$ cat src/rtl/core/swa_pkg.sv
// shared types and constants of the sliding-window arq sender
package swa_pkg;

  // fixed field widths
  localparam int SEQ_W    = 10;
  localparam int PKT_W    = 11;
  localparam int LOSS_W   = 4;

  // message length clamp
  localparam int MAX_PACKETS = 1024;

  // configuration register indexes
  localparam logic [0:0] CFG_MODE  = 1'b0;
  localparam logic [0:0] CFG_TOTAL = 1'b1;

  // arq modes
  localparam logic MODE_GBN = 1'b0;
  localparam logic MODE_SR  = 1'b1;

  // result kinds
  localparam logic KIND_PKT = 1'b0;
  localparam logic KIND_SUM = 1'b1;

  typedef struct packed {
    logic              kind;
    logic [SEQ_W-1:0]  seq;
    logic              resend;
    logic [LOSS_W-1:0] acked_mask;
    logic [PKT_W-1:0]  window_base;
    logic              done_res;
    logic              last_of_round;
  } swa_res_t;

endpackage

$ cat src/rtl/core/sliding_window_arq_sender.sv
// top level of the sliding-window arq sender (go-back-n / selective repeat)
//
//  channel | direction | handshake               | payload
//  --------+-----------+-------------------------+------------------------------------------
//  in_     | input     | in_valid / in_ready     | in_loss_mask
//  out_    | output    | out_valid / out_ready   | kind, seq, resend, acked_mask, window_base,
//          |           |                         | done_res, last_of_round
//  cfg_    | input     | cfg_valid / cfg_ready   | cfg_index, cfg_wdata
//
// one round goes from accept through the window walk, the slide walk and the summary:
//   n window packets walked (up to WINDOW_SLOTS), m slide steps (0..WINDOW_SLOTS),
//   one step of the shared compare/increment unit each, plus one exit compare per walk
// in_ready is high only while the sequencer is idle; one round is worked at a time
// results go through a single output register; a full register stalls the walk
// synchronous active-low reset: base 0, all slot flags clear, mode go-back-n, total 10
// cfg_ready is always high
module sliding_window_arq_sender import swa_pkg::*; #(
  parameter int WINDOW_SLOTS = 4
) (
  input  logic              clk,
  input  logic              rst_n,
  // round input
  input  logic              in_valid,
  output logic              in_ready,
  input  logic [LOSS_W-1:0] in_loss_mask,
  // results
  output logic              out_valid,
  input  logic              out_ready,
  output logic              out_kind,
  output logic [SEQ_W-1:0]  out_seq,
  output logic              out_resend,
  output logic [LOSS_W-1:0] out_acked_mask,
  output logic [PKT_W-1:0]  out_window_base,
  output logic              out_done_res,
  output logic              out_last_of_round,
  // configuration writes
  input  logic              cfg_valid,
  output logic              cfg_ready,
  input  logic [0:0]        cfg_index,
  input  logic [PKT_W-1:0]  cfg_wdata
);

  // configuration registers
  logic             mode_r, mode_nxt;
  logic [PKT_W-1:0] total_r, total_nxt;
  logic [PKT_W-1:0] eff_total;

  // output stage
  logic     out_valid_r, out_valid_nxt;
  swa_res_t out_res_r;

  logic     idle;
  logic     out_free;
  logic     push;
  swa_res_t res;

  assign cfg_ready = 1'b1;

  always_comb begin
    mode_nxt  = mode_r;
    total_nxt = total_r;
    if (cfg_valid) begin
      unique case (cfg_index)
        CFG_MODE:  mode_nxt  = cfg_wdata[0];
        CFG_TOTAL: total_nxt = cfg_wdata;
        default:   ;
      endcase
    end
  end

  // totals above the message limit act as the limit
  assign eff_total = (total_r > PKT_W'(MAX_PACKETS)) ? PKT_W'(MAX_PACKETS) : total_r;

  // a new result may load when the register is empty or being drained
  assign out_free = !out_valid_r || out_ready;
  assign in_ready = idle;

  swa_ctrl #(.WINDOW_SLOTS(WINDOW_SLOTS)) u_ctrl (
    .clk       (clk),
    .rst_n     (rst_n),
    .mode      (mode_r),
    .total     (eff_total),
    .start     (in_valid),
    .loss_mask (in_loss_mask),
    .idle      (idle),
    .out_free  (out_free),
    .push      (push),
    .res       (res)
  );

  always_comb begin
    if (push) begin
      out_valid_nxt = 1'b1;
    end else if (out_ready) begin
      out_valid_nxt = 1'b0;
    end else begin
      out_valid_nxt = out_valid_r;
    end
  end

  always_ff @(posedge clk) begin
    if (!rst_n) begin
      mode_r      <= MODE_GBN;
      total_r     <= PKT_W'(10);
      out_valid_r <= 1'b0;
    end else begin
      mode_r      <= mode_nxt;
      total_r     <= total_nxt;
      out_valid_r <= out_valid_nxt;
    end
  end

  // payload of the output stage, loaded on each push
  always_ff @(posedge clk) begin
    if (push) begin
      out_res_r <= res;
    end
  end

  assign out_valid         = out_valid_r;
  assign out_kind          = out_res_r.kind;
  assign out_seq           = out_res_r.seq;
  assign out_resend        = out_res_r.resend;
  assign out_acked_mask    = out_res_r.acked_mask;
  assign out_window_base   = out_res_r.window_base;
  assign out_done_res      = out_res_r.done_res;
  assign out_last_of_round = out_res_r.last_of_round;

endmodule

$ cat src/rtl/core/swa_step_unit.sv
// shared compare and increment unit for the window and slide walks
module swa_step_unit import swa_pkg::*; #(
  parameter int WINDOW_SLOTS = 4,
  localparam int SLOT_W = (WINDOW_SLOTS > 1) ? $clog2(WINDOW_SLOTS) : 1
) (
  input  logic [PKT_W-1:0]  cur,
  input  logic [SLOT_W-1:0] slot,
  input  logic [PKT_W-1:0]  limit,
  output logic              lt,
  output logic [PKT_W-1:0]  cur_inc,
  output logic [SLOT_W-1:0] slot_inc
);

  assign lt      = cur < limit;
  assign cur_inc = cur + PKT_W'(1);

  // ring position wraps at the window size
  always_comb begin
    if (slot == SLOT_W'(WINDOW_SLOTS - 1)) begin
      slot_inc = '0;
    end else begin
      slot_inc = slot + SLOT_W'(1);
    end
  end

endmodule

$ cat src/rtl/core/swa_ctrl.sv
// round sequencer with the per-slot sent and acknowledged flags
module swa_ctrl import swa_pkg::*; #(
  parameter int WINDOW_SLOTS = 4,
  localparam int SLOT_W = (WINDOW_SLOTS > 1) ? $clog2(WINDOW_SLOTS) : 1
) (
  input  logic              clk,
  input  logic              rst_n,
  input  logic              mode,
  input  logic [PKT_W-1:0]  total,
  input  logic              start,
  input  logic [LOSS_W-1:0] loss_mask,
  output logic              idle,
  input  logic              out_free,
  output logic              push,
  output swa_res_t          res
);

  localparam logic [1:0] ST_IDLE  = 2'd0;
  localparam logic [1:0] ST_TX    = 2'd1;
  localparam logic [1:0] ST_SLIDE = 2'd2;
  localparam logic [1:0] ST_SUM   = 2'd3;

  logic [1:0]              state_r, state_nxt;
  logic [PKT_W-1:0]        base_r, base_nxt;
  logic [SLOT_W-1:0]       base_slot_r, base_slot_nxt;
  logic [PKT_W-1:0]        cur_r, cur_nxt;
  logic [SLOT_W-1:0]       cur_slot_r, cur_slot_nxt;
  logic [PKT_W-1:0]        end_r, end_nxt;
  logic [LOSS_W-1:0]       loss_r, loss_nxt;
  logic [LOSS_W-1:0]       kbit_r, kbit_nxt;
  logic [LOSS_W-1:0]       newly_r, newly_nxt;
  logic [WINDOW_SLOTS-1:0] acked_r, acked_nxt;
  logic [WINDOW_SLOTS-1:0] sent_r, sent_nxt;

  logic [PKT_W-1:0]  u_cur, u_limit, u_cur_inc;
  logic [SLOT_W-1:0] u_slot, u_slot_inc;
  logic              u_lt;
  logic [PKT_W:0]    win_end;
  logic              emit;

  swa_step_unit #(.WINDOW_SLOTS(WINDOW_SLOTS)) u_step (
    .cur      (u_cur),
    .slot     (u_slot),
    .limit    (u_limit),
    .lt       (u_lt),
    .cur_inc  (u_cur_inc),
    .slot_inc (u_slot_inc)
  );

  assign idle    = (state_r == ST_IDLE);
  assign win_end = {1'b0, base_r} + (PKT_W+1)'(WINDOW_SLOTS);

  always_comb begin
    if (state_r == ST_TX) begin
      u_cur   = cur_r;
      u_slot  = cur_slot_r;
      u_limit = end_r;
    end else begin
      u_cur   = base_r;
      u_slot  = base_slot_r;
      u_limit = total;
    end
  end

  always_comb begin
    state_nxt     = state_r;
    base_nxt      = base_r;
    base_slot_nxt = base_slot_r;
    cur_nxt       = cur_r;
    cur_slot_nxt  = cur_slot_r;
    end_nxt       = end_r;
    loss_nxt      = loss_r;
    kbit_nxt      = kbit_r;
    newly_nxt     = newly_r;
    acked_nxt     = acked_r;
    sent_nxt      = sent_r;
    push          = 1'b0;
    res           = '0;
    emit          = (mode == MODE_GBN) || !sent_r[cur_slot_r] || !acked_r[cur_slot_r];
    unique case (state_r)
      ST_IDLE: begin
        if (start) begin
          loss_nxt     = loss_mask;
          kbit_nxt     = LOSS_W'(1);
          newly_nxt    = '0;
          cur_nxt      = base_r;
          cur_slot_nxt = base_slot_r;
          end_nxt      = (win_end > {1'b0, total}) ? total : win_end[PKT_W-1:0];
          state_nxt    = ST_TX;
        end
      end
      ST_TX: begin
        if (!u_lt) begin
          state_nxt = ST_SLIDE;
        end else if (!emit || out_free) begin
          if (emit) begin
            push                 = 1'b1;
            res.kind             = KIND_PKT;
            res.seq              = cur_r[SEQ_W-1:0];
            res.resend           = sent_r[cur_slot_r];
            res.window_base      = base_r;
            sent_nxt[cur_slot_r] = 1'b1;
          end
          // acknowledgement of this slot, loss bits only cover the first slots
          if (!acked_r[cur_slot_r] && !loss_r[0]) begin
            acked_nxt[cur_slot_r] = 1'b1;
            newly_nxt             = newly_r | kbit_r;
          end
          loss_nxt     = loss_r >> 1;
          kbit_nxt     = kbit_r << 1;
          cur_nxt      = u_cur_inc;
          cur_slot_nxt = u_slot_inc;
        end
      end
      ST_SLIDE: begin
        if (u_lt && acked_r[base_slot_r]) begin
          acked_nxt[base_slot_r] = 1'b0;
          sent_nxt[base_slot_r]  = 1'b0;
          base_nxt               = u_cur_inc;
          base_slot_nxt          = u_slot_inc;
        end else begin
          state_nxt = ST_SUM;
        end
      end
      ST_SUM: begin
        if (out_free) begin
          push              = 1'b1;
          res.kind          = KIND_SUM;
          res.acked_mask    = newly_r;
          res.window_base   = base_r;
          res.done_res      = !u_lt;
          res.last_of_round = 1'b1;
          state_nxt         = ST_IDLE;
        end
      end
      default: begin
        state_nxt = ST_IDLE;
      end
    endcase
  end

  always_ff @(posedge clk) begin
    if (!rst_n) begin
      state_r     <= ST_IDLE;
      base_r      <= '0;
      base_slot_r <= '0;
      acked_r     <= '0;
      sent_r      <= '0;
    end else begin
      state_r     <= state_nxt;
      base_r      <= base_nxt;
      base_slot_r <= base_slot_nxt;
      acked_r     <= acked_nxt;
      sent_r      <= sent_nxt;
    end
  end

  always_ff @(posedge clk) begin
    cur_r      <= cur_nxt;
    cur_slot_r <= cur_slot_nxt;
    end_r      <= end_nxt;
    loss_r     <= loss_nxt;
    kbit_r     <= kbit_nxt;
    newly_r    <= newly_nxt;
  end

  a_push_needs_room: assert property (@(posedge clk) disable iff (!rst_n)
    push |-> out_free)
    else $error("result pushed into a full output stage");

  a_summary_ends_round: assert property (@(posedge clk) disable iff (!rst_n)
    (push && res.last_of_round) |=> (state_r == ST_IDLE))
    else $error("round did not end after its summary");

  a_base_moves_in_slide: assert property (@(posedge clk) disable iff (!rst_n)
    ($past(rst_n) && !$stable(base_r)) |-> $past(state_r == ST_SLIDE))
    else $error("window base moved outside the slide walk");

  a_no_push_when_idle: assert property (@(posedge clk) disable iff (!rst_n)
    (state_r == ST_IDLE) |-> !push)
    else $error("result pushed while idle");

endmodule

$ cat config.mk
export PLATFORM = sky130hd
export DESIGN_NAME = sliding_window_arq_sender
export DESIGN_NICKNAME = d
export VERILOG_FILES = /design/src/rtl/core/swa_pkg.sv /design/src/rtl/core/sliding_window_arq_sender.sv /design/src/rtl/core/swa_step_unit.sv /design/src/rtl/core/swa_ctrl.sv
export SDC_FILE = /design/constraint.sdc
export NUM_CORES = 1
export LEC_CHECK = 0
export ABC_AREA = 1
export CORE_MARGIN = 2
export CORE_UTILIZATION = 40
export DETAILED_ROUTE_END_ITERATION = 16
export DONT_BUFFER_PORTS = 1
export GPL_TIMING_DRIVEN = 0
export SLEW_MARGIN = 20
export SYNTH_ARGS = -nofsm -noshare
export SYNTH_HDL_FRONTEND = slang
export SYNTH_SLANG_ARGS = --single-unit
$ cat constraint.sdc
create_clock -name clk -period 5.2 [get_ports clk]
set_input_delay 1.04 -clock clk [delete_from_list [all_inputs] [get_ports clk]]
set_output_delay 1.04 -clock clk [all_outputs]
set_load 0.005 [all_outputs]
[After elaboration in Yosys (flattened, before gate mapping)]
Cells that the tools add are included.
Storage, ports and cells
  input bits: 21
  register bits after elaboration: 101
Operators by class
  bitwise gates (word level): 8
  reduce and logical (&&, ||, !) cells: 29
  add/subtract/negate cells: 3
  eq/ne operators: 13
  order comparisons: 7
  muxes and demuxes: 68
Operators with widths (number)
  two-way mux 11 bit: 11
  two-way mux 4 bit: 18
  one-hot mux 11 bit (2 select lines): 2
  one-hot mux 4 bit (2 select lines): 5
  two-way mux 12 bit: 2
  two-way mux 2 bit: 9
  AND reduction 5 bit: 3
  two-way mux 13 bit: 1
  adder 11 x 3 -> 12 bit, second input constant: 1
  > comparator 12 x 11 -> 1 bit: 1
  OR 4 bit: 3
  AND reduction 4 bit: 3
  adder 11 x 1 -> 11 bit, second input constant: 1
  > comparator 11 bit, second input constant: 1
  less-than comparator 11 bit: 1
  two-way mux 1 bit: 11
  inequality test 2 bit, second input constant: 5
  AND reduction 2 bit: 5
  bitwise AND 4 bit: 2
  inequality test 2 x 1 -> 1 bit, second input constant: 4
  one-hot mux 2 bit (4 select lines): 1
  binary-select mux 1 bit (select 2 bit): 3
  equality test 2 bit, second input constant: 3
  zero test 1 bit: 6
  13 further kinds: 26

[Depth between registers and ports, before layout]
Gate-level depths: netlist of run 1.
  depth in word-level cells: 11
  gate-level depth with buffers: 21
  depth with buffers taken out: 21

[Modules after synthesis]
From an unflattened synthesis of run 1, not the netlist that was laid out.
Second synthesis, totals
  cell total of the unflattened synthesis: 692
  area total of the unflattened synthesis: 5606.6 µm²
Modules (own cells, without submodules)
  swa_ctrl: area an instance 3654.8 µm², times used 1, sequential area each 1541.5 µm², cells an instance 494
  sliding_window_arq_sender: area an instance 1443.9 µm², times used 1, sequential area each 1131.1 µm², cells an instance 110
  swa_step_unit: area an instance 508.0 µm², times used 1, sequential area each 0.0 µm², cells an instance 88

[Least setup slack after synthesis of run 1]
OpenSTA, ideal clock, no wires.
  kind: register to register
  start point: reg u_ctrl.state_r[1]
  end point: reg u_ctrl.cur_r[0], enable pin
  arrival time: 3479 ps
  required time: 4794 ps
  clock period less this slack: 3885 ps
  buffers on the path: 3
  setup slack: 1315 ps
  cell stages (with the launch flop): 14
  path through: dfxtp_1 > inv_1 > ha_1 > inv_2 > buf_2 > clkbuf_1 > clkbuf_1 > o21ai_0 > ha_1 > a21oi_1 > o21ai_0 > nor2_1 > nand3_1 > a21oi_1
Between the ends
  cells in the longest elaborated chain, start to end: 5
RTL lines
  from (decl): RTL line swa_ctrl.sv:23  | logic [1:0] state_r, state_nxt;
  from (signal assigned): RTL line swa_ctrl.sv:150  | state_r <= state_nxt;
  equality test 2 x 1 -> 1 bit: RTL line swa_ctrl.sv:54, swa_ctrl.sv:80
  two-way mux 11 bit: RTL line swa_ctrl.sv:54  | if (state_r == ST_TX) begin
  less-than comparator 11 bit: RTL line swa_step_unit.sv:14  | assign lt = cur < limit;
  inequality test 2 x 1 -> 1 bit (no source line)
  AND reduction 4 bit (no source line) *
  to (signal assigned): RTL line swa_ctrl.sv:159  | cur_r <= cur_nxt;
  to (decl): RTL line swa_ctrl.sv:26  | logic [PKT_W-1:0] cur_r, cur_nxt;
Mark *: on every way between the ends. The rest lies on a longest branch, timed or not.
A chain may end at the register's enable or synchronous reset.

[Worst setup path after layout of run 1]
  start point: reg u_ctrl.state_r[1]
  end point: reg out_res_r (netlist bit out_acked_mask[0]), enable pin
Between the ends
  cells in the longest elaborated chain, start to end: 5
RTL lines
  equality test 2 x 1 -> 1 bit: RTL line swa_ctrl.sv:54, swa_ctrl.sv:80
  two-way mux 11 bit: RTL line swa_ctrl.sv:54
  less-than comparator 11 bit: RTL line swa_step_unit.sv:14
  two-way mux 1 bit: RTL line swa_ctrl.sv:93  | if (!u_lt) begin
  one-hot mux 1 bit (2 select lines) *: RTL line swa_ctrl.sv:80  | unique case (state_r)
  to (signal assigned): RTL line sliding_window_arq_sender.sv:116  | out_res_r <= res;
  to (decl): RTL line sliding_window_arq_sender.sv:50  | swa_res_t out_res_r;
Marks and branches as above.

==> results of run 1 <==
[where the power goes]
group	switching [W]	internal (W)
combinational	0.000820	0.000346
sequential	0.000119	0.00119
clock	0.000312	0.000391
total	0.00125	0.00193
[how the worst min path moves through the flow]
| stage | from | slack (ps) | cells past startpoint | to |
|---|---|---|---|---|
| floorplan | mode_r | 440 | 2 | mode_r |
| global placement | total_r[0] | 470 | 2 | total_r[0] |
| detailed placement | mode_r | 490 | 2 | mode_r |
| CTS | mode_r | 500 | 2 | mode_r |
| global route | mode_r | 520 | 2 | mode_r |
| finish | mode_r | 500 | 2 | mode_r |
[flip-flops by register name, summed over array words and instances, names as in the netlist, 10 cells and up]
name	flops
out_seq	10
out_window_base	11
total_r	11
u_ctrl.base_r	11
u_ctrl.cur_r	11
u_ctrl.end_r	11
[metal layers]
| metal | GRT usage | vias to the layer above | share of wire |
|---|---|---|---|
| li1 | - | 2197 | - |
| met3 | 0.0448 | 16 | 0.060 |
| met1 | 0.246 | 1963 | 0.48 |
| met5 | 0 | - | 0 |
| met2 | 0.276 | 138 | 0.44 |
| met4 | 0.0698 | 0 | 0.018 |
[area by class of cell]
type	count	area [um^2]
plain buffers	24	123
clock buffers	10	239
clock inverters	6	71.3
fillers	1343	7270
inverters	89	338
multi-input cells	449	2320
flip-flops and latches	100	2640
well taps	176	220
repair buffers	1	11.3
[metrics by stage]
stage / cells / utilization / setup WS [ps]
floorplan: 662 / - / 1310
global placement: 838 / 0.426 / 287
detailed placement: 839 / 0.427 / 350
CTS: 855 / 0.450 / 341
global route: 855 / 0.451 / 213
finish: 855 / 0.451 / 667
[tightest hold or removal path, delay by kind of cell (launching register included)]
kind	cells	cell delay, ps
AO/OA/AOI/OAI	1	50
flip-flops	1	340
AND/OR/NAND/NOR	1	70
[placed cells by master (no fill, tap or decap), types with 3 or more instances in the layout]
cell type	n
nand3_1	35
inv_1	84
a21oi_1	38
nand4_1	10
clkbuf_16	9
buf_6	3
inv_2	3
xor2_1	9
ha_1	27
nor3_1	5
xnor2_1	4
dfxtp_1	36
o21ai_2	4
clkbuf_1	12
buf_2	5
nor2_1	76
nand2_2	4
buf_4	3
o21ai_0	53
edfxtp_1	64
o21ai_1	3
o22ai_1	4
nand2_1	158
[cells by family (layout without fill, tap and decap cells)]
family	after synthesis	count (layout)	synth area share
and+or+nand+nor	297	297	0.229
buffers and inverters	113	130	0.0843
AOI/OAI and AO/OA	110	110	0.112
DFF	100	100	0.488
adders and majority gates	27	27	0.0623
xor gates and xnor gates	14	14	0.0240
other	1	1	0.000692
==> flow_metrics.py, run 1 <==
metrics = {
    "clock_network": {
        "root_buffer": "clkbuf_16",
        "clock_latency_ps": 360,
        "h-tree-depth": 3,
        "cts_tree": "done",
        "clock_path_buffers": 2,
        "cts_sinks": 100,
        "clk_pin_slew_ps": 70,
        "numCtsBuffers": 9,
        "cts_hold_buf": 0,
        "post_cts_buffers": 0,
        "postCtsResizedCells": 0,
    },
    "synth": {
        "synth_area_leaders": "edfxtp_1 35%, dfxtp_1 13%, nand2_1 11%",
        "synth_seq_area_share": 0.488,
        "synth_edf_count": 64,
        "synth_top_cell_area_share": 0.355,
        "async_flop_share": 0,
        "yosysMostFrequentCell": "nand2_1",
        "post-synth-top-area-cell": "edfxtp_1",
        "synth_fp_nets": 710,
        "syn_avg_cell_area_um2": 8.19,
        "ys_warn_count": 0,
        "ys_ff_latch": 100,
        "synth_cells": 662,
        "netlist_area_mm2": 0.00542,
        "netlist_top_cells_count": "158 x nand2_1, 85 x inv_1, 76 x nor2_1",
        "ys_dominant_reg_cell": "edfxtp_1",
        "synth.distinct_cells": 36,
    },
    "setup_path": {
        "reg2reg_from": "u_ctrl.state_r[1]",
        "critPathMaxFanout": 28,
        "rrSetupSlack_ps": 670,
        "cp.depth": 16,
        "start_kind": "register",
        "slowest_delay_ps": 490,
        "crit_family": "buffers and inverters",
        "slowest_stage": "clkinvlp_4",
        "cp-end-kind": "register",
        "crit_path_end": "out_acked_mask[0]",
        "reg2reg_depth": 16,
        "path_class": "register to register",
        "worstPathCellList": "inv_1, ha_1, inv_2, buf_2, clkbuf_1, clkbuf_1, o21ai_0, ha_1, nand4_1, a21oi_1, nor2_1, nand2_1, nor3_2, nor2_1, buf_6, clkinvlp_4",
        "critical_path_buf_inv_count": 7,
        "cp.required_ps": 5130,
        "cp_data_arrival_time_ps": 4460,
        "crit_path_start": "u_ctrl.state_r[1]",
        "rr_endpoint": "out_acked_mask[0]",
    },
    "run_status": {
        "status": "completed",
    },
    "run": {
        "max_cap_viol_count": 0,
    },
    "finish": {
        "design_area_mm2": 0.00597,
        "syn_to_final_growth_pct": 10.1,
        "n_antenna_cell": 0,
        "drive_gt1_frac": 0.0722,
        "layout.nets": 722,
    },
    "power": {
        "power_w": 0.00318,
        "p_leak_nw": 2.64,
        "power_density_mw_per_mm2": 533,
        "max-vdd-ir-drop_v": 0.000181,
    },
    "timing": {
        "skew_ps": 9.29,
        "hold_slack_ps": 499,
        "worst_slew_margin_rel": 0.612,
        "hold_violations": 0,
        "fin_crit_sh": 0.872,
        "layout_min_cycle_time_ps": 4530,
        "fmax_ghz": 0.221,
        "slew_viol_final": 0,
        "setup_viol": 0,
        "setup_tns_ps": 0,
        "rsz0062_at_grt": "no",
        "tightest_slew_ps": 581,
    },
    "die": {
        "ios": 53,
        "die_area_mm2": 0.0145,
        "die_h_um": 120,
        "chipWidth_um": 120,
        "start_util": 0.409,
        "num_rows": 42,
        "core-area_mm2": 0.0132,
    },
    "route": {
        "drcViolationCount": 0,
        "routed_wl_um": 12400,
        "drtIter0Drc": 271,
        "dr.pass1.iters": 4,
        "vias": 4314,
        "vias_per_cell": 5.05,
        "wire_per_inst_um": 14.5,
        "ant_nets": 0,
    },
    "place": {
        "gp_congestion": 0.890,
        "dpl-instance-area_mm2": 0.00565,
        "hpwlAfterDp_um": 9620,
        "placement.io_buffers": 0,
    },
    "global_route": {
        "grt_pass1_wl_um": 20300,
        "grt_use_total": 0.180,
        "globalRoute.totalOverflow": 0,
        "antenna_found_initial": 0,
        "grt_pass1_vias": 4085,
        "grt_max_degree": 29,
    },
    "min_path": {
        "hold_path.class": "register to register",
    },
}
Power figures use the tool's default switching activity.
==> run 2, diff against run 1 <==
Settings changed: ABC_AREA 1 to 0, CAP_MARGIN from default to 20.
==> flow_metrics.py, run 2 <==
metrics = {
    "die": {
        "chipWidth_um": 120,
        "die_area_mm2": 0.0145,
        "ios": 53,
        "num_rows": 42,
        "die_h_um": 120,
        "core-area_mm2": 0.0132,
        "start_util": 0.408,
    },
    "global_route": {
        "antenna_found_initial": 0,
        "grt_pass1_wl_um": 19200,
        "grt_max_degree": 38,
        "globalRoute.totalOverflow": 0,
        "grt_use_total": 0.174,
        "grt_pass1_vias": 3739,
    },
    "timing": {
        "slew_viol_final": 0,
        "worst_slew_margin_rel": 0.503,
        "fmax_ghz": 0.207,
        "tightest_slew_ps": 745,
        "skew_ps": 8.17,
        "hold_violations": 0,
        "setup_slack_ps": 380,
        "layout_min_cycle_time_ps": 4820,
        "rsz0062_at_grt": "no",
        "fin_crit_sh": 0.927,
        "setup_viol": 0,
    },
    "route": {
        "ant_nets": 0,
        "vias_per_cell": 5.32,
        "vias": 3892,
        "wire_per_inst_um": 16.5,
        "drcViolationCount": 0,
        "routed_wl_um": 12100,
        "drtIter0Drc": 306,
        "dr.pass1.iters": 5,
    },
    "synth": {
        "synth_seq_area_share": 0.489,
        "synth_edf_count": 64,
        "synth_top_cell_area_share": 0.356,
        "syn_avg_cell_area_um2": 10.0,
        "netlist_area_mm2": 0.00541,
        "synth_fp_nets": 587,
        "synth.distinct_cells": 54,
        "synth_area_leaders": "edfxtp_1 36%, dfxtp_1 13%, ha_1 6.3%",
        "post-synth-top-area-cell": "edfxtp_1",
        "netlist_top_cells_count": "64 x edfxtp_1, 58 x nand2_1, 51 x nor2_1",
        "async_flop_share": 0,
        "synth_cells": 539,
        "ys_ff_latch": 100,
        "ys_warn_count": 0,
        "ys_dominant_reg_cell": "edfxtp_1",
        "yosysMostFrequentCell": "edfxtp_1",
    },
    "setup_path": {
        "rr_endpoint": "u_ctrl.cur_r[10]",
        "critical_path_buf_inv_count": 7,
        "reg2reg_depth": 17,
        "slowest_stage": "a21oi_4",
        "slowest_delay_ps": 460,
        "cp-end-kind": "register",
        "reg2reg_from": "u_ctrl.state_r[1]",
        "cp_data_arrival_time_ps": 4810,
        "start_kind": "register",
        "rrSetupSlack_ps": 380,
        "crit_path_frequent_cell": "buf_2",
        "worstPathCellList": "inv_1, ha_1, buf_2, buf_4, clkbuf_1, buf_2, clkbuf_2, nor2_1, a21oi_1, ha_1, a21oi_1, nand2_1, a221oi_2, buf_2, and2_1, nand2_1, a21oi_4",
        "crit_family": "buffers and inverters",
        "path_class": "register to register",
        "cp.required_ps": 5190,
        "critPathMaxFanout": 10,
    },
    "run_status": {
        "status": "completed",
    },
    "finish": {
        "n_antenna_cell": 0,
        "layout_commonest_cell": "edfxtp_1",
        "layout_common_cells": "64 x edfxtp_1, 58 x nand2_1, 51 x nor2_1, 39 x a21oi_1, 36 x dfxtp_1",
        "layout.nets": 598,
        "syn_to_final_growth_pct": 10.6,
        "drive_gt1_frac": 0.0883,
        "design_area_mm2": 0.00598,
    },
    "clock_network": {
        "clock_latency_ps": 350,
        "numCtsBuffers": 9,
        "root_buffer": "clkbuf_16",
        "cts_tree": "done",
        "clk_pin_slew_ps": 70,
        "clock_path_buffers": 2,
        "h-tree-depth": 3,
        "cts_sinks": 100,
    },
    "min_path": {
        "hold_depth": 2,
        "min-delay-start": "total_r[5]",
        "hold_path.class": "register to register",
        "hold-path-endpoint": "total_r[5]",
    },
    "power": {
        "power_density_mw_per_mm2": 534,
        "max-vdd-ir-drop_v": 0.000192,
        "p_leak_nw": 2.34,
    },
    "place": {
        "placement.io_buffers": 0,
        "hpwlAfterDp_um": 8940,
        "dpl-instance-area_mm2": 0.00564,
        "place_ws_ps": -323,
        "gp_congestion": 0.843,
    },
    "run": {
        "max_cap_viol_count": 0,
    },
}
-- run 2: routing by layer --
metal | wire length, um | GRT usage | part of all wire
met3 | 702 | 0.0344 | 0.058
met1 | 5810 | 0.238 | 0.48
met4 | 299 | 0.0807 | 0.025
met5 | 0 | 0 | 0
met2 | 5280 | 0.265 | 0.44
-- run 2: cell type report --
class | instances | area [um^2]
fill | 1280 | 7270
sequential | 100 | 2640
multi-input combinational | 381 | 2550
clock buffer | 9 | 225
tap | 176 | 220
buffer | 31 | 149
inverter | 27 | 101
clock inverter | 7 | 88.8
-- run 2: worst max-delay path by stage --
stage / startpoint / to / slack (ps) / cells after the start
after floorplan: u_ctrl.state_r[1] / u_ctrl.cur_r[0] / 460 / 17
after global placement: u_ctrl.state_r[1] / u_ctrl.cur_r[10] / -1250 / 17
after detailed placement: u_ctrl.state_r[1] / u_ctrl.cur_r[7] / -320 / 16
after CTS: u_ctrl.state_r[1] / u_ctrl.cur_r[10] / 50 / 17
after global routing: u_ctrl.state_r[1] / u_ctrl.cur_r[7] / 50 / 17
final: u_ctrl.state_r[1] / u_ctrl.cur_r[10] / 380 / 17
-- run 2: metrics by stage --
step	TNS, ps	total power, W	util	std cells	hold WS, ps
after floorplan	0	0.00213	-	539	432
after global placement	-54940	0.00241	0.425	715	440
after detailed placement	-17640	0.00246	0.426	715	446
after CTS	0	0.00321	0.451	732	455
after global routing	0	0.00340	0.451	731	477
final	0	0.00319	0.451	731	453
-- run 2: cell families after synthesis --
logic type                 Yosys count  share of synthesized area
xor gates and xnor gates            24                     0.0389
buffers and inverters               59                     0.0456
muxes                               38                     0.0808
DFF                                100                      0.489
AOI/OAI and AO/OA                   87                     0.0991
other                                1                   0.000694
and+or+nand+nor                    203                      0.184
adders and majority gates           27                     0.0625
-- run 2: worst register-to-register path, cell delays in order (launching register included) --
cell      delay, ps
dfxtp_1         340
inv_1            90
ha_1            140
buf_2           250
buf_4           240
clkbuf_1        370
buf_2           340
clkbuf_2        300
nor2_1           80
a21oi_1         190
ha_1            290
a21oi_1         130
nand2_1          90
a221oi_2        430
buf_2           290
and2_1          250
nand2_1         180
a21oi_4         460
-- run 2: what timing repair did --
action                                 in CTS  in global routing
setup endpoints to repair                  58                 72
pin swaps                                   1                  0
gates resized for setup                     4                  4
cloned                                      1                  0
setup buffers                               0                  0
endpoints found under the hold margin       0                  0
hold buffers                                0                  0
-- run 2: power by group --
group	internal [W]	switching, W	total (W)
clock	0.000419	0.000296	0.000716
sequential	0.00123	0.000148	0.00138
combinational	0.000367	0.000734	0.00110
==> run 3, diff against run 2 <==
Settings changed: CORE_ASPECT_RATIO from default to 0.6, CTS_BUF_LIST from default to sky130_fd_sc_hd__clkbuf_4.
==> flow_metrics.py, run 3 (synthesized netlist as in run 2, its figures left out) <==
metrics = {
    "run_status": {
        "status": "completed",
    },
    "setup_path": {
        "rr_endpoint": "u_ctrl.loss_r[3]",
        "reg2reg_from": "u_ctrl.state_r[1]",
        "reg2reg_depth": 17,
        "cp_data_arrival_time_ps": 4960,
        "path_class": "register to register",
        "critPathMaxFanout": 10,
        "cp-end-kind": "register",
        "start_kind": "register",
        "rrSetupSlack_ps": 390,
        "cp.required_ps": 5350,
    },
    "power": {
        "p_int_w": 0.00176,
        "power_frac_clock": 0.130,
        "pwr-share-seq": 0.464,
        "switchingPower_w": 0.00121,
        "p_leak_nw": 2.28,
        "pwr-share-comb": 0.406,
        "switching_share": 0.408,
        "power_density_mw_per_mm2": 510,
        "max-vdd-ir-drop_v": 0.000188,
    },
    "route": {
        "wire_per_inst_um": 18.2,
        "ant_nets": 0,
        "vias_per_cell": 5.50,
        "routed_wl_um": 13300,
        "vias": 4008,
        "dr.pass1.iters": 5,
        "drtIter0Drc": 347,
        "drcViolationCount": 0,
    },
    "min_path": {
        "hold_path.class": "register to register",
        "hold_depth": 2,
        "hold-path-endpoint": "total_r[5]",
        "min-delay-start": "total_r[5]",
    },
    "global_route": {
        "grt_max_degree": 31,
        "antenna_found_initial": 1,
        "grt_pass1_vias": 3792,
        "grt_use_total": 0.187,
        "use_met1": 0.282,
        "grt_pass1_wl_um": 20500,
        "globalRoute.totalOverflow": 0,
        "met2_usage": 0.264,
        "grt.met3_usage": 0.0480,
        "grt.busiest_layer": "met1",
    },
    "place": {
        "hpwlAfterDp_um": 10000,
        "place_ws_ps": -560,
        "gp_congestion": 0.849,
        "placement.io_buffers": 0,
        "place_inst": 710,
        "dpl-instance-area_mm2": 0.00566,
    },
    "timing": {
        "slew_viol_final": 0,
        "setup_tns_ps": 0,
        "setup_slack_ps": 393,
        "setup_viol": 0,
        "fmax_ghz": 0.208,
        "hold_violations": 0,
        "tightest_slew_ps": 794,
        "worst_slew_margin_rel": 0.465,
        "skew_ps": 28.0,
        "fin_crit_sh": 0.924,
        "rsz0062_at_grt": "no",
        "layout_min_cycle_time_ps": 4810,
    },
    "die": {
        "ios": 53,
        "die_h_um": 94.0,
        "die_area_mm2": 0.0145,
        "chipWidth_um": 154,
        "start_util": 0.415,
        "num_rows": 32,
        "core-area_mm2": 0.0130,
    },
    "finish": {
        "layoutNonFillerInstCount": 729,
        "layout.nets": 601,
        "syn_to_final_growth_pct": 7.85,
        "ff_latch_area_mm2": 0.00264,
        "drive_gt1_frac": 0.100,
        "layout_common_cells": "64 x edfxtp_1, 58 x nand2_1, 51 x nor2_1, 39 x a21oi_1, 36 x dfxtp_1",
        "post-route-util": 0.448,
        "multi_input_area_mm2": 0.00255,
        "design_area_mm2": 0.00583,
        "fillers": 1243,
        "layout_commonest_cell": "edfxtp_1",
    },
    "clock_network": {
        "h-tree-depth": 3,
        "cts_sinks": 100,
        "clk_pin_slew_ps": 170,
        "clock_latency_ps": 480,
        "clock_path_buffers": 2,
        "root_buffer": "clkbuf_4",
        "cts_tree": "done",
        "numCtsBuffers": 9,
    },
    "run": {
        "max_cap_viol_count": 0,
    },
}
[run 3: cell types whose count changed in the layout (fill, tap and decap cells not counted), moves of 2 or more]
cell and delta:
clkbuf_16 -9, clkinvlp_4 +2, clkbuf_2 +3, clkinv_1 -3, clkbuf_4 +11, bufinv_16 -2
[run 3: stage by stage]
stage / power (W) / hold slack, ps
detailed placement: 0.00252 / 447
global placement: 0.00244 / 441
finish: 0.00298 / 459
global route: 0.00315 / 495
floorplan: 0.00213 / 432
CTS: 0.00297 / 467
[run 3: layer usage]
layer / vias to the layer above / part of all wire / wire [um]
met5: - / 0 / 0
met1: 1927 / 0.52 / 6860
li1: 1930 / - / -
met2: 135 / 0.40 / 5320
met3: 16 / 0.068 / 907
met4: 0 / 0.014 / 182
[run 3: worst max-delay path by stage]
stage,startpoint,end,slack [ps],cells past startpoint
2_1_floorplan,u_ctrl.state_r[1],u_ctrl.cur_r[0],460,17
3_3_place_gp,u_ctrl.state_r[1],u_ctrl.cur_r[6],-1470,17
3_5_place_dp,u_ctrl.state_r[1],u_ctrl.cur_r[5],-560,17
4_1_cts,u_ctrl.state_r[1],u_ctrl.loss_r[0],30,16
5_1_grt,u_ctrl.state_r[1],u_ctrl.loss_r[3],120,17
6_report,u_ctrl.state_r[1],u_ctrl.loss_r[3],390,17
[run 3: worst max-delay path: stages, from the launching register on]
cell and delay (ps):
dfxtp_1 380, inv_1 90, ha_1 150, buf_2 270, buf_4 260, clkbuf_2 270, buf_2 340, clkbuf_2 340
nor2_1 80, a21oi_1 150, ha_1 270, a21oi_1 130, o21ai_0 190, a221oi_2 430, buf_2 290, and2_1 260
nand2_1 190, a21oi_4 390
[run 3: area by class of cell]
type	count	share of cell area
sequential	100	0.453
multi-input combinational	381	0.437
tap	170	0.0365
buffer	32	0.0262
inverter	27	0.0174
clock buffer	11	0.0142
timing repair buffer	2	0.00816
clock inverter	5	0.00644
antenna	1	0.000429
[run 3: power by group through the flow]
stage               logic (W)  registers (W)  clock network, W
global placement      0.00103        0.00141                 0
floorplan            0.000778        0.00135                 0
global route          0.00132        0.00141          0.000420
detailed placement    0.00112        0.00140                 0
CTS                   0.00119        0.00138          0.000396
finish                0.00121        0.00138          0.000386
[run 3: repair_timing]
action,in CTS,in global routing
setup buffers,1,0
gates cloned,1,0
pin swaps,1,0
resized for setup,4,5
setup endpoints to repair,86,89
hold buffers,0,0
